==> config.mk <==
export PLATFORM = sky130hd
export DESIGN_NAME = hit_record_frame_encoder
export DESIGN_NICKNAME = d
export VERILOG_FILES = /design/src/rtl/hrfe_pkg.sv /design/src/rtl/hrfe_front.sv /design/src/rtl/hrfe_queue.sv /design/src/rtl/hrfe_back.sv /design/src/rtl/hit_record_frame_encoder.sv
export SDC_FILE = /design/constraint.sdc
export NUM_CORES = 1
export LEC_CHECK = 0
export ABC_AREA = 0
export BUFFER_PORTS_ARGS = -buffer_cell sky130_fd_sc_hd__clkbuf_2
export CAP_MARGIN = 5
export CORE_ASPECT_RATIO = 1.2
export CORE_MARGIN = 5
export CORE_UTILIZATION = 30
export CTS_CLUSTER_SIZE = 14
export DETAILED_ROUTE_END_ITERATION = 8
export HOLD_SLACK_MARGIN = 0.06
export PLACE_DENSITY_LB_ADDON = 0.08
export SLEW_MARGIN = 10
export SYNTH_ARGS = -nofsm -noshare
export SYNTH_HDL_FRONTEND = slang
export SYNTH_SLANG_ARGS = --single-unit
==> constraint.sdc <==
create_clock -name clk -period 7.46 [get_ports clk]
set_input_delay 0.746 -clock clk [delete_from_list [all_inputs] [get_ports clk]]
set_output_delay 0.746 -clock clk [all_outputs]
set_load 0.02 [all_outputs]
==> src/rtl/hrfe_pkg.sv <==
// ----------------------------------------------------------------------------
// Hit record frame encoder package
// Shared constants, command word layout and status types.
// ----------------------------------------------------------------------------
package hrfe_pkg;

  localparam int CFG_INDEX_W = 4;
  localparam int CFG_DATA_W  = 10;

  localparam logic [CFG_INDEX_W-1:0] REG_BET_SCALE   = 4'd0;
  localparam logic [CFG_INDEX_W-1:0] REG_MAX_ENTRIES = 4'd1;

  localparam logic [9:0] BET_SCALE_RESET   = 10'd1;
  localparam logic [7:0] MAX_ENTRIES_RESET = 8'd99;

  localparam logic [7:0] HDR0 = 8'h55;
  localparam logic [7:0] HDR1 = 8'hE1;
  localparam logic [7:0] HDR2 = 8'hCC;
  localparam logic [7:0] TRL0 = 8'h68;
  localparam logic [7:0] TRL1 = 8'h16;

  // Byte positions inside one record's output sequence
  localparam logic [3:0] POS_HDR0    = 4'd0;
  localparam logic [3:0] POS_HDR1    = 4'd1;
  localparam logic [3:0] POS_HDR2    = 4'd2;
  localparam logic [3:0] POS_COUNT   = 4'd3;
  localparam logic [3:0] POS_ID_LO   = 4'd4;
  localparam logic [3:0] POS_ID_HI   = 4'd5;
  localparam logic [3:0] POS_PLAYER  = 4'd6;
  localparam logic [3:0] POS_BET_LO  = 4'd7;
  localparam logic [3:0] POS_BET_HI  = 4'd8;
  localparam logic [3:0] POS_PAY0    = 4'd9;
  localparam logic [3:0] POS_PAY1    = 4'd10;
  localparam logic [3:0] POS_PAY2    = 4'd11;
  localparam logic [3:0] POS_PAY3    = 4'd12;
  localparam logic [3:0] POS_CSUM    = 4'd13;
  localparam logic [3:0] POS_TRL0    = 4'd14;
  localparam logic [3:0] POS_TRL1    = 4'd15;

  typedef struct packed {
    logic        hdr;
    logic [7:0]  count;
    logic        take;
    logic [15:0] hit_id;
    logic [7:0]  player_id;
    logic [15:0] bet;
    logic [31:0] payout;
    logic        last;
  } cmd_t;

  typedef struct packed {
    logic push;
    cmd_t cmd;
  } push_t;

  typedef struct packed {
    logic empty;
    logic full;
    cmd_t head;
  } qstat_t;

  typedef struct packed {
    logic emit;
    logic pop;
  } bstat_t;

endpackage

==> src/rtl/hrfe_front.sv <==
// ----------------------------------------------------------------------------
// Hit record frame encoder front end
// Holds configuration, tracks frame state and turns records into commands.
// ----------------------------------------------------------------------------
module hrfe_front (
  input  logic                               clk,
  input  logic                               rst,
  input  logic                               cfg_we,
  input  logic [hrfe_pkg::CFG_INDEX_W-1:0]   cfg_index,
  input  logic [hrfe_pkg::CFG_DATA_W-1:0]    cfg_data,
  input  logic                               accept,
  input  logic [15:0]                        hit_id,
  input  logic [7:0]                         player_id,
  input  logic [7:0]                         bet_value,
  input  logic [31:0]                        payout,
  input  logic [7:0]                         frame_count,
  input  logic                               last_entry,
  output hrfe_pkg::push_t                    push,
  output logic                               in_frame
);

  logic [9:0]  bet_scale;
  logic [7:0]  max_entries;
  logic [7:0]  records_taken;
  logic [7:0]  rec_now;
  logic        take;
  logic [17:0] product;

  always_ff @(posedge clk) begin
    if (rst) begin
      bet_scale     <= hrfe_pkg::BET_SCALE_RESET;
      max_entries   <= hrfe_pkg::MAX_ENTRIES_RESET;
      in_frame      <= 1'b0;
      records_taken <= 8'd0;
    end else begin
      if (cfg_we && cfg_index == hrfe_pkg::REG_BET_SCALE) begin
        bet_scale <= cfg_data[9:0];
      end
      if (cfg_we && cfg_index == hrfe_pkg::REG_MAX_ENTRIES) begin
        max_entries <= cfg_data[7:0];
      end
      if (accept) begin
        if (last_entry) begin
          in_frame      <= 1'b0;
          records_taken <= 8'd0;
        end else begin
          in_frame      <= 1'b1;
          records_taken <= rec_now + {7'd0, take};
        end
      end
    end
  end

  assign rec_now = in_frame ? records_taken : 8'd0;
  assign take    = rec_now < max_entries;
  assign product = bet_value * bet_scale;

  always_comb begin
    push.push           = accept;
    push.cmd.hdr        = !in_frame;
    push.cmd.count      = (frame_count > max_entries) ? max_entries : frame_count;
    push.cmd.take       = take;
    push.cmd.hit_id     = hit_id;
    push.cmd.player_id  = player_id;
    push.cmd.bet        = product[15:0];
    push.cmd.payout     = payout;
    push.cmd.last       = last_entry;
  end

endmodule

==> src/rtl/hrfe_queue.sv <==
// ----------------------------------------------------------------------------
// Hit record frame encoder command queue
// Two-entry queue between the front end and the byte serializer.
// ----------------------------------------------------------------------------
module hrfe_queue (
  input  logic             clk,
  input  logic             rst,
  input  hrfe_pkg::push_t  push,
  input  logic             pop,
  output hrfe_pkg::qstat_t stat
);

  hrfe_pkg::cmd_t mem [2];
  logic       wr_ptr;
  logic       rd_ptr;
  logic [1:0] fill;
  logic       do_push;
  logic       do_pop;

  assign do_push = push.push && fill != 2'd2;
  assign do_pop  = pop && fill != 2'd0;

  always_ff @(posedge clk) begin
    if (rst) begin
      wr_ptr <= 1'b0;
      rd_ptr <= 1'b0;
      fill   <= 2'd0;
    end else begin
      if (do_push) begin
        wr_ptr <= !wr_ptr;
      end
      if (do_pop) begin
        rd_ptr <= !rd_ptr;
      end
      fill <= fill + {1'b0, do_push} - {1'b0, do_pop};
    end
  end

  always_ff @(posedge clk) begin
    if (do_push) begin
      mem[wr_ptr] <= push.cmd;
    end
  end

  always_comb begin
    stat.empty = fill == 2'd0;
    stat.full  = fill == 2'd2;
    stat.head  = mem[rd_ptr];
  end

endmodule

==> src/rtl/hrfe_back.sv <==
// ----------------------------------------------------------------------------
// Hit record frame encoder back end
// Walks the head command byte by byte, keeps the checksum, drives the output.
// ----------------------------------------------------------------------------
module hrfe_back (
  input  logic             clk,
  input  logic             rst,
  input  hrfe_pkg::qstat_t qstat,
  input  logic             out_stall,
  output hrfe_pkg::bstat_t bstat,
  output logic             out_valid,
  output logic [7:0]       out_byte,
  output logic             last_byte
);

  hrfe_pkg::cmd_t cmd;
  logic       started;
  logic [3:0] pos;
  logic [3:0] cur;
  logic [3:0] pos_next;
  logic       done;
  logic       nothing;
  logic       can_load;
  logic       emit;
  logic [7:0] sum;
  logic [7:0] byte_sel;

  assign cmd      = qstat.head;
  assign nothing  = !cmd.hdr && !cmd.take && !cmd.last;
  assign can_load = !out_valid || !out_stall;
  assign emit     = !qstat.empty && !nothing && can_load;

  always_comb begin
    if (started) begin
      cur = pos;
    end else if (cmd.hdr) begin
      cur = hrfe_pkg::POS_HDR0;
    end else if (cmd.take) begin
      cur = hrfe_pkg::POS_ID_LO;
    end else begin
      cur = hrfe_pkg::POS_CSUM;
    end
  end

  always_comb begin
    pos_next = cur + 4'd1;
    done     = 1'b0;
    if (cur == hrfe_pkg::POS_COUNT) begin
      if (cmd.take) begin
        pos_next = hrfe_pkg::POS_ID_LO;
      end else if (cmd.last) begin
        pos_next = hrfe_pkg::POS_CSUM;
      end else begin
        done = 1'b1;
      end
    end else if (cur == hrfe_pkg::POS_PAY3) begin
      if (cmd.last) begin
        pos_next = hrfe_pkg::POS_CSUM;
      end else begin
        done = 1'b1;
      end
    end else if (cur == hrfe_pkg::POS_TRL1) begin
      done = 1'b1;
    end
  end

  always_comb begin
    unique case (cur)
      hrfe_pkg::POS_HDR0:   byte_sel = hrfe_pkg::HDR0;
      hrfe_pkg::POS_HDR1:   byte_sel = hrfe_pkg::HDR1;
      hrfe_pkg::POS_HDR2:   byte_sel = hrfe_pkg::HDR2;
      hrfe_pkg::POS_COUNT:  byte_sel = cmd.count;
      hrfe_pkg::POS_ID_LO:  byte_sel = cmd.hit_id[7:0];
      hrfe_pkg::POS_ID_HI:  byte_sel = cmd.hit_id[15:8];
      hrfe_pkg::POS_PLAYER: byte_sel = cmd.player_id;
      hrfe_pkg::POS_BET_LO: byte_sel = cmd.bet[7:0];
      hrfe_pkg::POS_BET_HI: byte_sel = cmd.bet[15:8];
      hrfe_pkg::POS_PAY0:   byte_sel = cmd.payout[7:0];
      hrfe_pkg::POS_PAY1:   byte_sel = cmd.payout[15:8];
      hrfe_pkg::POS_PAY2:   byte_sel = cmd.payout[23:16];
      hrfe_pkg::POS_PAY3:   byte_sel = cmd.payout[31:24];
      hrfe_pkg::POS_CSUM:   byte_sel = sum;
      hrfe_pkg::POS_TRL0:   byte_sel = hrfe_pkg::TRL0;
      hrfe_pkg::POS_TRL1:   byte_sel = hrfe_pkg::TRL1;
      default:              byte_sel = 8'd0;
    endcase
  end

  always_ff @(posedge clk) begin
    if (rst) begin
      started   <= 1'b0;
      pos       <= hrfe_pkg::POS_HDR0;
      sum       <= 8'd0;
      out_valid <= 1'b0;
    end else begin
      if (emit) begin
        started <= !done;
        pos     <= pos_next;
        sum     <= (cur == hrfe_pkg::POS_HDR0) ? hrfe_pkg::HDR0 : sum + byte_sel;
      end
      if (can_load) begin
        out_valid <= emit;
      end
    end
  end

  always_ff @(posedge clk) begin
    if (can_load) begin
      out_byte  <= byte_sel;
      last_byte <= cur == hrfe_pkg::POS_TRL1;
    end
  end

  always_comb begin
    bstat.emit = emit;
    bstat.pop  = !qstat.empty && (nothing || (emit && done));
  end

endmodule

==> src/rtl/hit_record_frame_encoder.sv <==
// ----------------------------------------------------------------------------
// Hit record frame encoder
// Serializes hit records into byte frames with header, count, checksum and
// trailer for a byte-wide serial link.
//
//   channel  direction  handshake             payload
//   in       input      in_valid / in_stall   hit_id player_id bet_value
//                                             payout frame_count last_entry
//   out      output     out_valid / out_stall out_byte last_byte
//   cfg      input      cfg_valid / cfg_ready cfg_index cfg_data
//
// One output byte per cycle while out_stall is low; a record expands to 3 to 16
// bytes (header 4, record 9, trailer 3, in any mix), a dropped record that
// neither opens nor closes the frame emits none and is popped from the queue.
// A two-entry command queue lets records be accepted while bytes still drain.
// Reset clears frame state, queue and output valid; registers take defaults.
// ----------------------------------------------------------------------------
module hit_record_frame_encoder (
  input  logic                             clk,
  input  logic                             rst,
  input  logic                             cfg_valid,
  output logic                             cfg_ready,
  input  logic [hrfe_pkg::CFG_INDEX_W-1:0] cfg_index,
  input  logic [hrfe_pkg::CFG_DATA_W-1:0]  cfg_data,
  input  logic                             in_valid,
  output logic                             in_stall,
  input  logic [15:0]                      hit_id,
  input  logic [7:0]                       player_id,
  input  logic [7:0]                       bet_value,
  input  logic [31:0]                      payout,
  input  logic [7:0]                       frame_count,
  input  logic                             last_entry,
  output logic                             out_valid,
  input  logic                             out_stall,
  output logic [7:0]                       out_byte,
  output logic                             last_byte
);

  hrfe_pkg::push_t  push;
  hrfe_pkg::qstat_t qstat;
  hrfe_pkg::bstat_t bstat;
  logic             accept;
  logic             in_frame;

  assign cfg_ready = 1'b1;
  assign in_stall  = qstat.full;
  assign accept    = in_valid && !in_stall;

  hrfe_front u_front (
    .clk         (clk),
    .rst         (rst),
    .cfg_we      (cfg_valid && cfg_ready),
    .cfg_index   (cfg_index),
    .cfg_data    (cfg_data),
    .accept      (accept),
    .hit_id      (hit_id),
    .player_id   (player_id),
    .bet_value   (bet_value),
    .payout      (payout),
    .frame_count (frame_count),
    .last_entry  (last_entry),
    .push        (push),
    .in_frame    (in_frame)
  );

  hrfe_queue u_queue (
    .clk  (clk),
    .rst  (rst),
    .push (push),
    .pop  (bstat.pop),
    .stat (qstat)
  );

  hrfe_back u_back (
    .clk       (clk),
    .rst       (rst),
    .qstat     (qstat),
    .out_stall (out_stall),
    .bstat     (bstat),
    .out_valid (out_valid),
    .out_byte  (out_byte),
    .last_byte (last_byte)
  );

  a_last_is_trailer: assert property (@(posedge clk) disable iff (rst)
    out_valid && last_byte |-> out_byte == hrfe_pkg::TRL1)
    else $error("last_byte set on a byte other than the closing trailer");

  a_emit_needs_cmd: assert property (@(posedge clk) disable iff (rst)
    bstat.emit |-> !qstat.empty)
    else $error("byte emitted with the command queue empty");

  a_last_closes_frame: assert property (@(posedge clk) disable iff (rst)
    accept && last_entry |=> !in_frame)
    else $error("frame still open after its last record");

endmodule
==> results of run 1 <==
path summary, 6_finish.rpt:
path | start | to | slack, ns | cells past startpoint
setup / recovery | register | u_back.sum[7]$_SDFFE_PP0P_ | 2.20 | 18
hold / removal | payout[5] | u_queue.mem[1][6]$_DFFE_PP_ | 0.40 | 1
setup reg to reg | register | u_back.sum[7]$_SDFFE_PP0P_ | 2.20 | 18
hold reg to reg | u_front.max_entries[1]$_SDFFE_PP1P_ | u_front.max_entries[1]$_SDFFE_PP1P_ | 0.46 | 1
routing by layer:
metal  track usage [%]  wire length [µm]  vias to the layer above
met2              24.5             15400                      187
met3              2.63              1520                       52
met1              18.3             13400                     3753
met4              4.73              1010                        2
met5                 0                20                        -
li1                  -                 -                     3827
per-stage QoR:
stage	hold slack [ns]	std cells
6_report	0.398	1660
5_1_grt	0.370	1658
4_1_cts	0.367	1658
3_5_place_dp	0.454	1610
3_3_place_gp	0.452	1610
2_1_floorplan	0.435	1006
flip-flops by register name (all words and copies together), names as in the netlist, 2 cells and up, named ones only:
register,count
u_back.sum,8
u_back.pos,4
u_queue.fill,2
u_front.bet_scale,10
u_back.out_byte,8
u_front.records_taken,8
u_queue.mem,166
u_front.max_entries,8
kinds of logic after synthesis:
| logic type | Yosys count |
|---|---|
| AOI/OAI and AO/OA | 159 |
| xor gates and xnor gates | 26 |
| adders and majority gates | 109 |
| buffers and inverters | 132 |
| DFF | 221 |
| muxes | 71 |
| other | 1 |
| and+or+nand+nor | 287 |
worst max-delay path, delay by kind of cell, from the launching register on:
family	cells	cell delay (ns)
adder cells (fa/ha/maj)	2	0.65
AND/OR/NAND/NOR	5	1.47
flip-flops	1	0.60
multiplexers	1	0.14
buffers and inverters	2	0.20
AO/OA/AOI/OAI	8	2.08
layout by cell type (no fill, tap or decap), types with 9 or more instances in the layout:
| master | count |
|---|---|
| and3_1 | 9 |
| xnor2_1 | 21 |
| a222oi_1 | 13 |
| a21oi_1 | 32 |
| a22oi_1 | 9 |
| nor3_1 | 13 |
| nand2_1 | 61 |
| clkbuf_2 | 102 |
| o22ai_1 | 14 |
| clkbuf_16 | 27 |
| and2_1 | 67 |
| o21ai_0 | 17 |
| edfxtp_1 | 175 |
| mux2i_1 | 64 |
| o21ai_1 | 9 |
| dfxtp_1 | 45 |
| buf_4 | 9 |
| fa_1 | 48 |
| nor2_1 | 73 |
| ha_1 | 61 |
| nand3_1 | 21 |
| inv_1 | 91 |
layout make-up:
cell class | count | area [µm²] | share of cell area (%)
clock inverters | 14 | 128 | 0.918
multi-input cells | 653 | 5300 | 38.1
diodes | 2 | 5.00 | 0.0360
well taps | 533 | 667 | 4.80
repair buffers | 111 | 578 | 4.16
clock buffers | 34 | 702 | 5.05
inverters | 92 | 345 | 2.48
flip-flops and latches | 221 | 6180 | 44.5
where the power goes:
| group | switching (mW) | total [mW] | internal, mW |
|---|---|---|---|
| combinational | 0.276 | 0.427 | 0.152 |
| clock | 0.497 | 1.23 | 0.732 |
| sequential | 0.0533 | 1.50 | 1.45 |
| total | 0.826 | 3.16 | 2.33 |
==> metrics, run 1 <==
Post-Syn Nets approximately 1,200; grt ovf 0; count leader, synth edfxtp_1; EDFF count, synth around 180; final worst path period need 5.26 ns; Die ar. between 40,000 and 50,000 µm²; Critical Path End Type register; Least-Margin Pin Slew around 0.99 ns; Rows 80; setup TNS 0 ns; die width around 190 µm; DR pass1 iterations 6; complex-gate fraction of the synthesized area under 10%; Primary FF master, synth edfxtp_1; Commonest cells post-synth edfxtp_1, inv_1, nor2_1; register area share after synthesis around half; Die Span Y 229 µm; largest net degree at the start of global routing between 50 and 60; status finished clean; Worst Setup Start Kind register; Synth area leader edfxtp_1; RSZ-0062 raised after global routing false; DR iter-0 viols 329; clock slew seen by the registers of the worst setup and hold paths 0.06 ns; Clock Sinks around 220; share of cells above drive strength 1 between 10% and 20%; Starting Density between 30% and 40%; post-DP HPWL approximately 24,000 µm; Post-Syn Instances ~1,000; final setup vio count 0; Placer Congestion 0.862; Final Util around a third; post-synthesis xor/xnor area fraction ~1.9%; total CTS buffers 26; drt wl/cell between 15 and 20 µm; # nets final 1,306; max_cap viols 0; worst min-delay path class input port to register; GRT Util Overall approximately 14%; Post-Synth Adder-Cell Area between 10% and 20%; crit path kind register to register; vias in the first global route ~8,000; WP data arrival 5.67 ns; Post-DP Area 13,100 µm²; CP max stage delay 0.60 ns; via count 7,821; Core Box Area a little under 40,000 µm²; Synth Area in Simple Gates about 12%; post-CTS sizing 0; Overall Power 3.16 mW; synth top area cells edfxtp_1, fa_1, dfxtp_1; CP Data Required Time 7.86 ns; Pwr Density between 200 and 250 nW/µm²; post-route cell area between 10,000 and 15,000 µm²; Post-DRT Antenna Nets 0; # Post-CTS Setup Buffers 0; P_leak 5.39 nW; largest family of logic cells by synthesized area adder cells; FMAX approximately 190 MHz; root buffer cell clkbuf_16; VDD IR-drop max 0.152 mV; Remaining DRCs 0; Yosys top cell area share between 40 and 50%; clk_lat worst skew around 0.54 ns; pre-CTS setup slack 2.18 ns; ys async rst share 0%; Syn Area/Cell 11.9 µm²; CTS tree built; area grow syn2layout 16.0%; synth warn 0; post-synth cell types between 60 and 70; Buffers on Ports around 100; mapped cell area roughly 12,000 µm²; filler cell count 4,055; Synth Register Bits 221; H-tree depth 1; mux contribution to synthesized area around 6%; worst path cell trace nor3_1 -> a211oi_1 -> a21o_1 -> inv_1 -> ha_1 -> and4b_1 -> a222oi_1 -> clkinv_1 -> a211oi_2 -> a31oi_1 -> or4_1 -> ha_1 -> a211oi_1 -> nor2_1 -> o41ai_1 -> and3b_1 -> mux2i_1 -> o2111ai_1; antenna violations before repair 3; global-route wire length before repair between 40,000 and 50,000 µm; final hold vios 0; CP max FO 23; crit share post-route a little over two thirds; Vias/cell between 4 and 5; slowest stage cell on the critical path dfxtp_4; Rel. slew slack 34.0%; clock skew around 0.019 ns; Pins Over Slew Limit 0; cts hold-fix bufs 0; I/O pin total roughly 100; final wirelength roughly 31,000 µm; minimum setup slack in the final design roughly 2.2 ns; CTS Buffer Depth 3
No activity file was read; power rests on OpenSTA's default activity.
==> run 2: changes to the inputs <==
--- a/config.mk
+++ b/config.mk
@@ -5,7 +5,7 @@
 export SDC_FILE = /design/constraint.sdc
 export NUM_CORES = 1
 export LEC_CHECK = 0
-export ABC_AREA = 0
+export ABC_AREA = 1
 export BUFFER_PORTS_ARGS = -buffer_cell sky130_fd_sc_hd__clkbuf_2
 export CAP_MARGIN = 5
 export CORE_ASPECT_RATIO = 1.2
==> constraint.sdc (replaced) <==
create_clock -name clk -period 4.8 [get_ports clk]
set_input_delay 0.48 -clock clk [delete_from_list [all_inputs] [get_ports clk]]
set_output_delay 0.48 -clock clk [all_outputs]
set_load 0.02 [all_outputs]
==> run 2 against run 1 <==
  * Synthesized area is 1.9% higher
  * Worst setup slack worse by 1.9 ns
  * Power is 52% higher
  * Sequential cell count stayed put
  * Worst hold slack worse by 0.26 ns
  * Clock-buffer cell count is 3 lower
  * Sequential share of layout area is 1.1 points lower
  * Combinational power is 34% higher
  * Cell count is 17% higher
  * Largest cell class unchanged
==> metrics, run 2 <==
status finished clean; Synth area leader edfxtp_1; max_cap viols 0 (unchanged); share of cells above drive strength 1 13.7% (-0.85 points); FMAX 223 MHz (+17%); clk_lat worst skew 0.54 ns (about the same); post-DP HPWL 25,000 µm (+3.9%); leading cell type in the layout, fill and taps excluded nand2_1; worst path cell trace nand2_1 -> fa_1 -> inv_1 -> fa_1 -> fa_1 -> inv_1 -> fa_1 -> inv_1 -> ha_1 -> a21oi_1 -> o21ai_0 -> a21oi_1 -> o21ai_0 -> a21o_1 -> a21oi_1 -> xor2_1; mux contribution to synthesized area 0.819% (-5.3 points); DR iter-0 viols 331 (+0.61%); biggest regs u_queue.mem x166, u_front.bet_scale x10; Fin Hold WS 0.133 ns (-0.264 ns); number of flip-flops under the largest register name 166 (unchanged); die width 194 µm (+0.91%); cts hold-fix bufs 0 (unchanged); Pins Over Slew Limit 0 (unchanged); slowest stage cell on the critical path dfxtp_1; CP dominant cell by count fa_1; Pwr Density 338 nW/µm² (+49%); WP data arrival 4.76 ns (-0.91 ns); final hold vios 0 (unchanged); setup TNS 0 ns (unchanged); Die ar. 44,900 µm² (+1.8%); Post-Syn Nets 1,484 (+23%); R2R depth 16 (-2); post-route cell area 14,200 µm² (+2.5%); I/O pin total 104 (unchanged); DR pass1 iterations 5 (-1); CP max FO 9 (-61%); antenna violations before repair 2 (-1); combinational power share 11.9% (-1.6 points); Critical Path End Type register; EDFF count, synth 175 (unchanged); power share of the clock group 40.7% (+1.8 points); worst min-delay path class input port to register; synth top area cells edfxtp_1, nand2_1, fa_1; Post-DP Area 13,400 µm² (+2.5%); complex-gate fraction of the synthesized area 7.72% (-1.6 points); synth warn 0 (unchanged); # Post-CTS Setup Buffers 0 (unchanged); Remaining DRCs 0 (unchanged); internal power 3.60 mW (+54%); crit path kind register to register; Die Span Y 231 µm (+0.91%); Yosys top cell area share 43.0% (-0.83 points); Psw 1.21 mW (+46%); via count 8,697 (+11%); final worst path period need 4.49 ns (-0.767 ns); total CTS buffers 25 (-3.8%); largest net degree at the start of global routing 76 (+33%); VDD IR-drop max 0.209 mV (+37%); RSZ-0062 raised after global routing false; drt wl/cell 17.5 µm (-7.6%); count leader, synth nand2_1; Vias/cell 4.47 (-5.1%); Post-Place Cells 1,899 (+18%); R2R Setup Slk 0.31 ns (-1.89 ns); H-tree depth 1 (unchanged); Clock Sinks 221 (unchanged); clock slew seen by the registers of the worst setup and hold paths 0.06 ns (about the same); Post-Syn Instances 1,283 (+28%); clock skew 0.0188 ns (+0.000139 ns); vias in the first global route 8,806 (+7.6%); sw frac 25.1% (-1.1 points); grt ovf 0 (unchanged); root buffer cell clkbuf_16; ys async rst share 0% (unchanged); Synth Register Bits 221 (unchanged); post-synthesis xor/xnor area fraction 1.65% (-0.25 points); CTS Buffer Depth 3 (unchanged); global-route wire length before repair 52,600 µm (+7.9%); Core Box Area 40,500 µm² (+2.3%); Post-DRT Antenna Nets 0 (unchanged); FF-to-FF End u_queue.mem[1][48]$_DFFE_PP_; Hold Path Origin payout[19]; post-CTS sizing 0 (unchanged); Synth Area in Simple Gates 17.4% (+5.1 points); CP max stage delay 0.63 ns (+0.03 ns); CTS tree built; # nets final 1,588 (+22%); post-synth cell types 54 (-22%); Least-Margin Pin Slew 0.904 ns (-0.0870 ns); P_leak 6.55 nW (+21%); Commonest cells post-synth nand2_1, inv_1, edfxtp_1; Starting Density 30.1% (-0.10 points); Syn Area/Cell 9.52 µm² (-20%); fin cells 1,946 (+17%); register area share after synthesis 50.5% (-0.97 points); commonest cells after routing, fill and taps aside nand2_1, inv_1, edfxtp_1; mapped cell area 12,200 µm² (+1.9%); Placer Congestion 0.792 (-8.0%); CP Data Required Time 5.06 ns (-2.80 ns); Post-Synth Adder-Cell Area 14.1% (-0.27 points); Sequential Power Share 47.4% (-0.2 points); Worst Setup Start Kind register; final wirelength 34,000 µm (+8.3%); RR Startpoint u_front.bet_scale[2]$_SDFFE_PP0P_; largest family of logic cells by synthesized area simple AND/OR/NAND/NOR gates; Rows 81 (+1.3%); Rel. slew slack 38.2% (+4.2 points); area grow syn2layout 16.6%; Hold Path End u_queue.mem[0][20]$_DFFE_PP_; Biggest register u_queue.mem; Primary FF master, synth edfxtp_1; WHS Path Cells 1 (unchanged); Buffers on Ports 102 (unchanged); final setup vio count 0 (unchanged); Final Util 35.1% (+0.066 points); GRT Util Overall 15.0% (+0.71 points); crit share post-route 93.6% (+23 points)
[run 2: cell types whose count changed in the layout (fill, tap and decap cells not counted), moves of 15 or more]
cell	delta
mux2i_1	-54
nand2_1	+295
xnor2_1	-15
and2_1	-66
o21ai_0	+28
a21oi_1	+59
inv_1	+102
[run 2: worst max-delay path by stage]
stage | from | endpoint | slack, ns
floorplan | in_valid | u_queue.mem[1][0]$_DFFE_PP_ | 0.14
global placement | bet_value[2] | u_queue.mem[0][48]$_DFFE_PP_ | 0.14
detailed placement | bet_value[2] | u_queue.mem[0][48]$_DFFE_PP_ | 0.12
CTS | u_front.bet_scale[2]$_SDFFE_PP0P_ | u_queue.mem[0][48]$_DFFE_PP_ | 0.28
global route | u_front.bet_scale[5]$_SDFFE_PP0P_ | u_queue.mem[0][48]$_DFFE_PP_ | 0.05
finish | u_front.bet_scale[2]$_SDFFE_PP0P_ | u_queue.mem[1][48]$_DFFE_PP_ | 0.31
[run 2: cells by family (layout without fill, tap and decap cells)]
group           Yosys count  in the layout
fa+ha+maj               109            109
buf+inv                 242            365
simple gates            507            507
flops                   221            221
xor+xnor                 23             23
compound gates          170            170
mux                      10             10
other cells               1              2
[run 2: stage by stage]
stage / total power, mW / setup WS, ns
floorplan: 2.68 / 0.140
global placement: 2.91 / 0.138
detailed placement: 2.91 / 0.120
CTS: 4.90 / 0.284
global route: 5.06 / 0.0512
finish: 4.81 / 0.306
[run 2: per-layer routing]
metal  global-route usage (%)  wire length, µm
met4                     4.33              825
met5                        0               20
met3                     2.25             1280
met1                     19.9            15400
met2                     25.8            16500
[run 2: worst max-delay path, delay by kind of cell (launching register included)]
| kind | cells | cell delay (ns) |
|---|---|---|
| buf+inv | 3 | 0.18 |
| xor+xnor | 1 | 0.10 |
| fa+ha+maj | 5 | 2.14 |
| flops | 1 | 0.63 |
| compound gates | 6 | 1.02 |
| simple gates | 1 | 0.16 |
[run 2: cell type report]
cell class                      count  area [µm²]
Antenna cell                        1        2.50
Inverter                          197         742
Clock inverter                     15         180
Tap cell                          539         674
Timing Repair Buffer              122         686
Fill cell                        4230       26300
Clock buffer                       31         658
Multi-Input combinational cell    820        5120
Sequential cell                   221        6180
[run 2: power by group through the flow]
stage               Clock [mW]  Combinational, mW  Sequential (mW)
floorplan                    0              0.347             2.34
CTS                       2.03              0.592             2.28
global route              2.12              0.652             2.29
detailed placement           0              0.589             2.32
global placement             0              0.590             2.32
finish                    1.96              0.573             2.28
==> run 3: changes to the inputs <==
--- a/config.mk
+++ b/config.mk
@@ -6,15 +6,16 @@
 export NUM_CORES = 1
 export LEC_CHECK = 0
 export ABC_AREA = 1
+export ABC_CLOCK_PERIOD_IN_PS = 4800
 export BUFFER_PORTS_ARGS = -buffer_cell sky130_fd_sc_hd__clkbuf_2
 export CAP_MARGIN = 5
 export CORE_ASPECT_RATIO = 1.2
-export CORE_MARGIN = 5
+export CORE_MARGIN = 2
 export CORE_UTILIZATION = 30
 export CTS_CLUSTER_SIZE = 14
 export DETAILED_ROUTE_END_ITERATION = 8
 export HOLD_SLACK_MARGIN = 0.06
-export PLACE_DENSITY_LB_ADDON = 0.08
+export PLACE_DENSITY_LB_ADDON = 0.05
 export SLEW_MARGIN = 10
 export SYNTH_ARGS = -nofsm -noshare
 export SYNTH_HDL_FRONTEND = slang
==> run 3 against run 2 <==
  * Utilization down 0.18 points
  * Via count up 0.52%
  * Cell area down 0.76%
  * Worst setup slack better by 0.017 ns
  * Global-route usage up 1.3 points
  * Non-clock buffer count unchanged
  * Worst hold slack worse by 0.0020 ns
  * Largest power group unchanged
  * Highest routed layer unchanged
==> metrics, run 3 (synthesis results as in run 2) <==
via count 8,742 (+0.52%); crit path kind register to register; root buffer cell clkbuf_16; grt ovf 0 (unchanged); number of flip-flops under the largest register name 166 (unchanged); Rows 81 (unchanged); drt wl/cell 17.4 µm (-0.42%); CP delay by family, top adder cells; area grow syn2layout 15.7%; final worst path period need 4.48 ns (-0.0167 ns); antenna cells 0 (-1); VDD IR-drop max 0.209 mV (+0.18%); Least-Margin Pin Slew 1.06 ns (+0.160 ns); Starting Density 30.2% (+0.076 points); biggest regs u_queue.mem x166, u_front.bet_scale x10; Placer Congestion 0.785 (-0.87%); Critical Path End Type register; Core Box Area 40,400 µm² (-0.25%); worst path cell trace nand2_1 -> fa_1 -> inv_1 -> fa_1 -> fa_1 -> inv_1 -> fa_1 -> inv_1 -> ha_1 -> a21oi_1 -> o21ai_0 -> a21oi_1 -> o21ai_0 -> a21o_1 -> a21oi_1 -> xor2_1; Final Util 35.0% (-0.18 points); global-route wire length before repair 52,900 µm (+0.44%); fin cells 1,944 (-0.10%); DR iter-0 viols 429 (+30%); Die ar. 42,400 µm² (-5.6%); final setup vio count 0 (unchanged); CP max FO 9 (unchanged); Pwr Density 325 nW/µm² (-3.6%); CP Data Required Time 5.07 ns (about the same); I/O pin total 104 (unchanged); Post-DP Area 13,400 µm² (unchanged); vias in the first global route 8,843 (+0.42%); largest net degree at the start of global routing 84 (+11%); P_leak 6.50 nW (-0.75%); setup TNS 0 ns (unchanged); Worst Setup Start Kind register; CP dominant cell by count fa_1; CTS Buffer Depth 3 (unchanged); antenna violations before repair 2 (unchanged); final wirelength 33,800 µm (-0.52%); Buf/Inv on CP 3 (unchanged); leading cell type in the layout, fill and taps excluded nand2_1; die width 188 µm (-3.1%); clock skew 0.0242 ns (+0.00541 ns); CP max stage delay 0.62 ns (about the same); Post-DRT Antenna Nets 0 (unchanged); RSZ-0062 raised after global routing false; status finished clean; Vias/cell 4.50 (+0.62%); DR pass1 iterations 5 (unchanged); post-DP HPWL 24,800 µm (-0.92%); post-route cell area 14,100 µm² (-0.76%); Remaining DRCs 0 (unchanged); crit share post-route 93.3% (-0.35 points); H-tree depth 1 (unchanged); max_cap viols 0 (unchanged); clk_lat worst skew 0.54 ns (about the same); commonest cells after routing, fill and taps aside nand2_1, inv_1, edfxtp_1; Rel. slew slack 28.6% (-9.6 points); FMAX 223 MHz (+0.37%); total CTS buffers 25 (unchanged); worst min-delay path class input port to register; Pins Over Slew Limit 0 (unchanged); share of cells above drive strength 1 13.6% (-0.13 points); clock slew seen by the registers of the worst setup and hold paths 0.06 ns (about the same); Die Span Y 225 µm (-2.6%); CTS tree built; final hold vios 0 (unchanged); Post-Place Cells 1,899 (unchanged); Buffers on Ports 102 (unchanged); WP data arrival 4.74 ns (-0.02 ns); GRT Util Overall 16.3% (+1.3 points); # nets final 1,588 (unchanged); slowest stage cell on the critical path dfxtp_1; # Post-CTS Setup Buffers 0 (unchanged); post-CTS sizing 0 (unchanged); Clock Sinks 221 (unchanged); Biggest register u_queue.mem; cts hold-fix bufs 0 (unchanged)
## run 3: cell types whose count changed in the layout (fill, tap and decap cells not counted), sizes merged
cell      delta
bufinv       -4
clkinv       +3
clkinvlp     +1
diode        -1
inv          -1
## run 3: final timing paths
| path | slack [ns] | cells past startpoint | to | startpoint |
|---|---|---|---|---|
| worst min register to register | 0.46 | 2 | u_front.records_taken[4]$_SDFFE_PP0P_ | u_front.records_taken[4]$_SDFFE_PP0P_ |
| worst min-delay path | 0.13 | 1 | u_queue.mem[1][13]$_DFFE_PP_ | payout[12] |
| worst max-delay path | 0.32 | 16 | u_queue.mem[0][48]$_DFFE_PP_ | u_front.bet_scale[2]$_SDFFE_PP0P_ |
| worst max register to register | 0.32 | 16 | u_queue.mem[0][48]$_DFFE_PP_ | u_front.bet_scale[2]$_SDFFE_PP0P_ |
## run 3: area by class of cell
type                       count  area [µm²]
clock buffer                  31         658
clock inverter                14        77.6
fill                        4202       26300
inverter                     197         742
multi-input combinational    820        5120
sequential                   221        6180
tap                          539         674
timing repair buffer         122         686
## run 3: power breakdown
group	internal, mW	total (mW)	leakage, nW	switching, mW
Combinational	0.184	0.574	4.12	0.389
Clock	0.973	1.75	0.360	0.774
Sequential	2.23	2.28	2.02	0.0486
Total	3.39	4.60	6.50	1.21
## run 3: per-layer routing
metal / part of all wire [%] / GRT usage (%) / routed length [µm]
met1: 45 / 21.2 / 15200
met2: 49 / 28.4 / 16500
met3: 3.9 / 2.24 / 1320
met4: 2.3 / 4.62 / 780
met5: 0.077 / 0 / 26
## run 3: through the flow
stage | total power, mW | setup WS [ns] | hold slack [ns]
2_1_floorplan | 2.68 | 0.140 | 0.445
4_1_cts | 4.69 | 0.278 | 0.0985
5_1_grt | 4.83 | 0.0367 | 0.109
6_report | 4.60 | 0.323 | 0.131
3_3_place_gp | 2.91 | 0.155 | 0.454
3_5_place_dp | 2.91 | 0.114 | 0.460
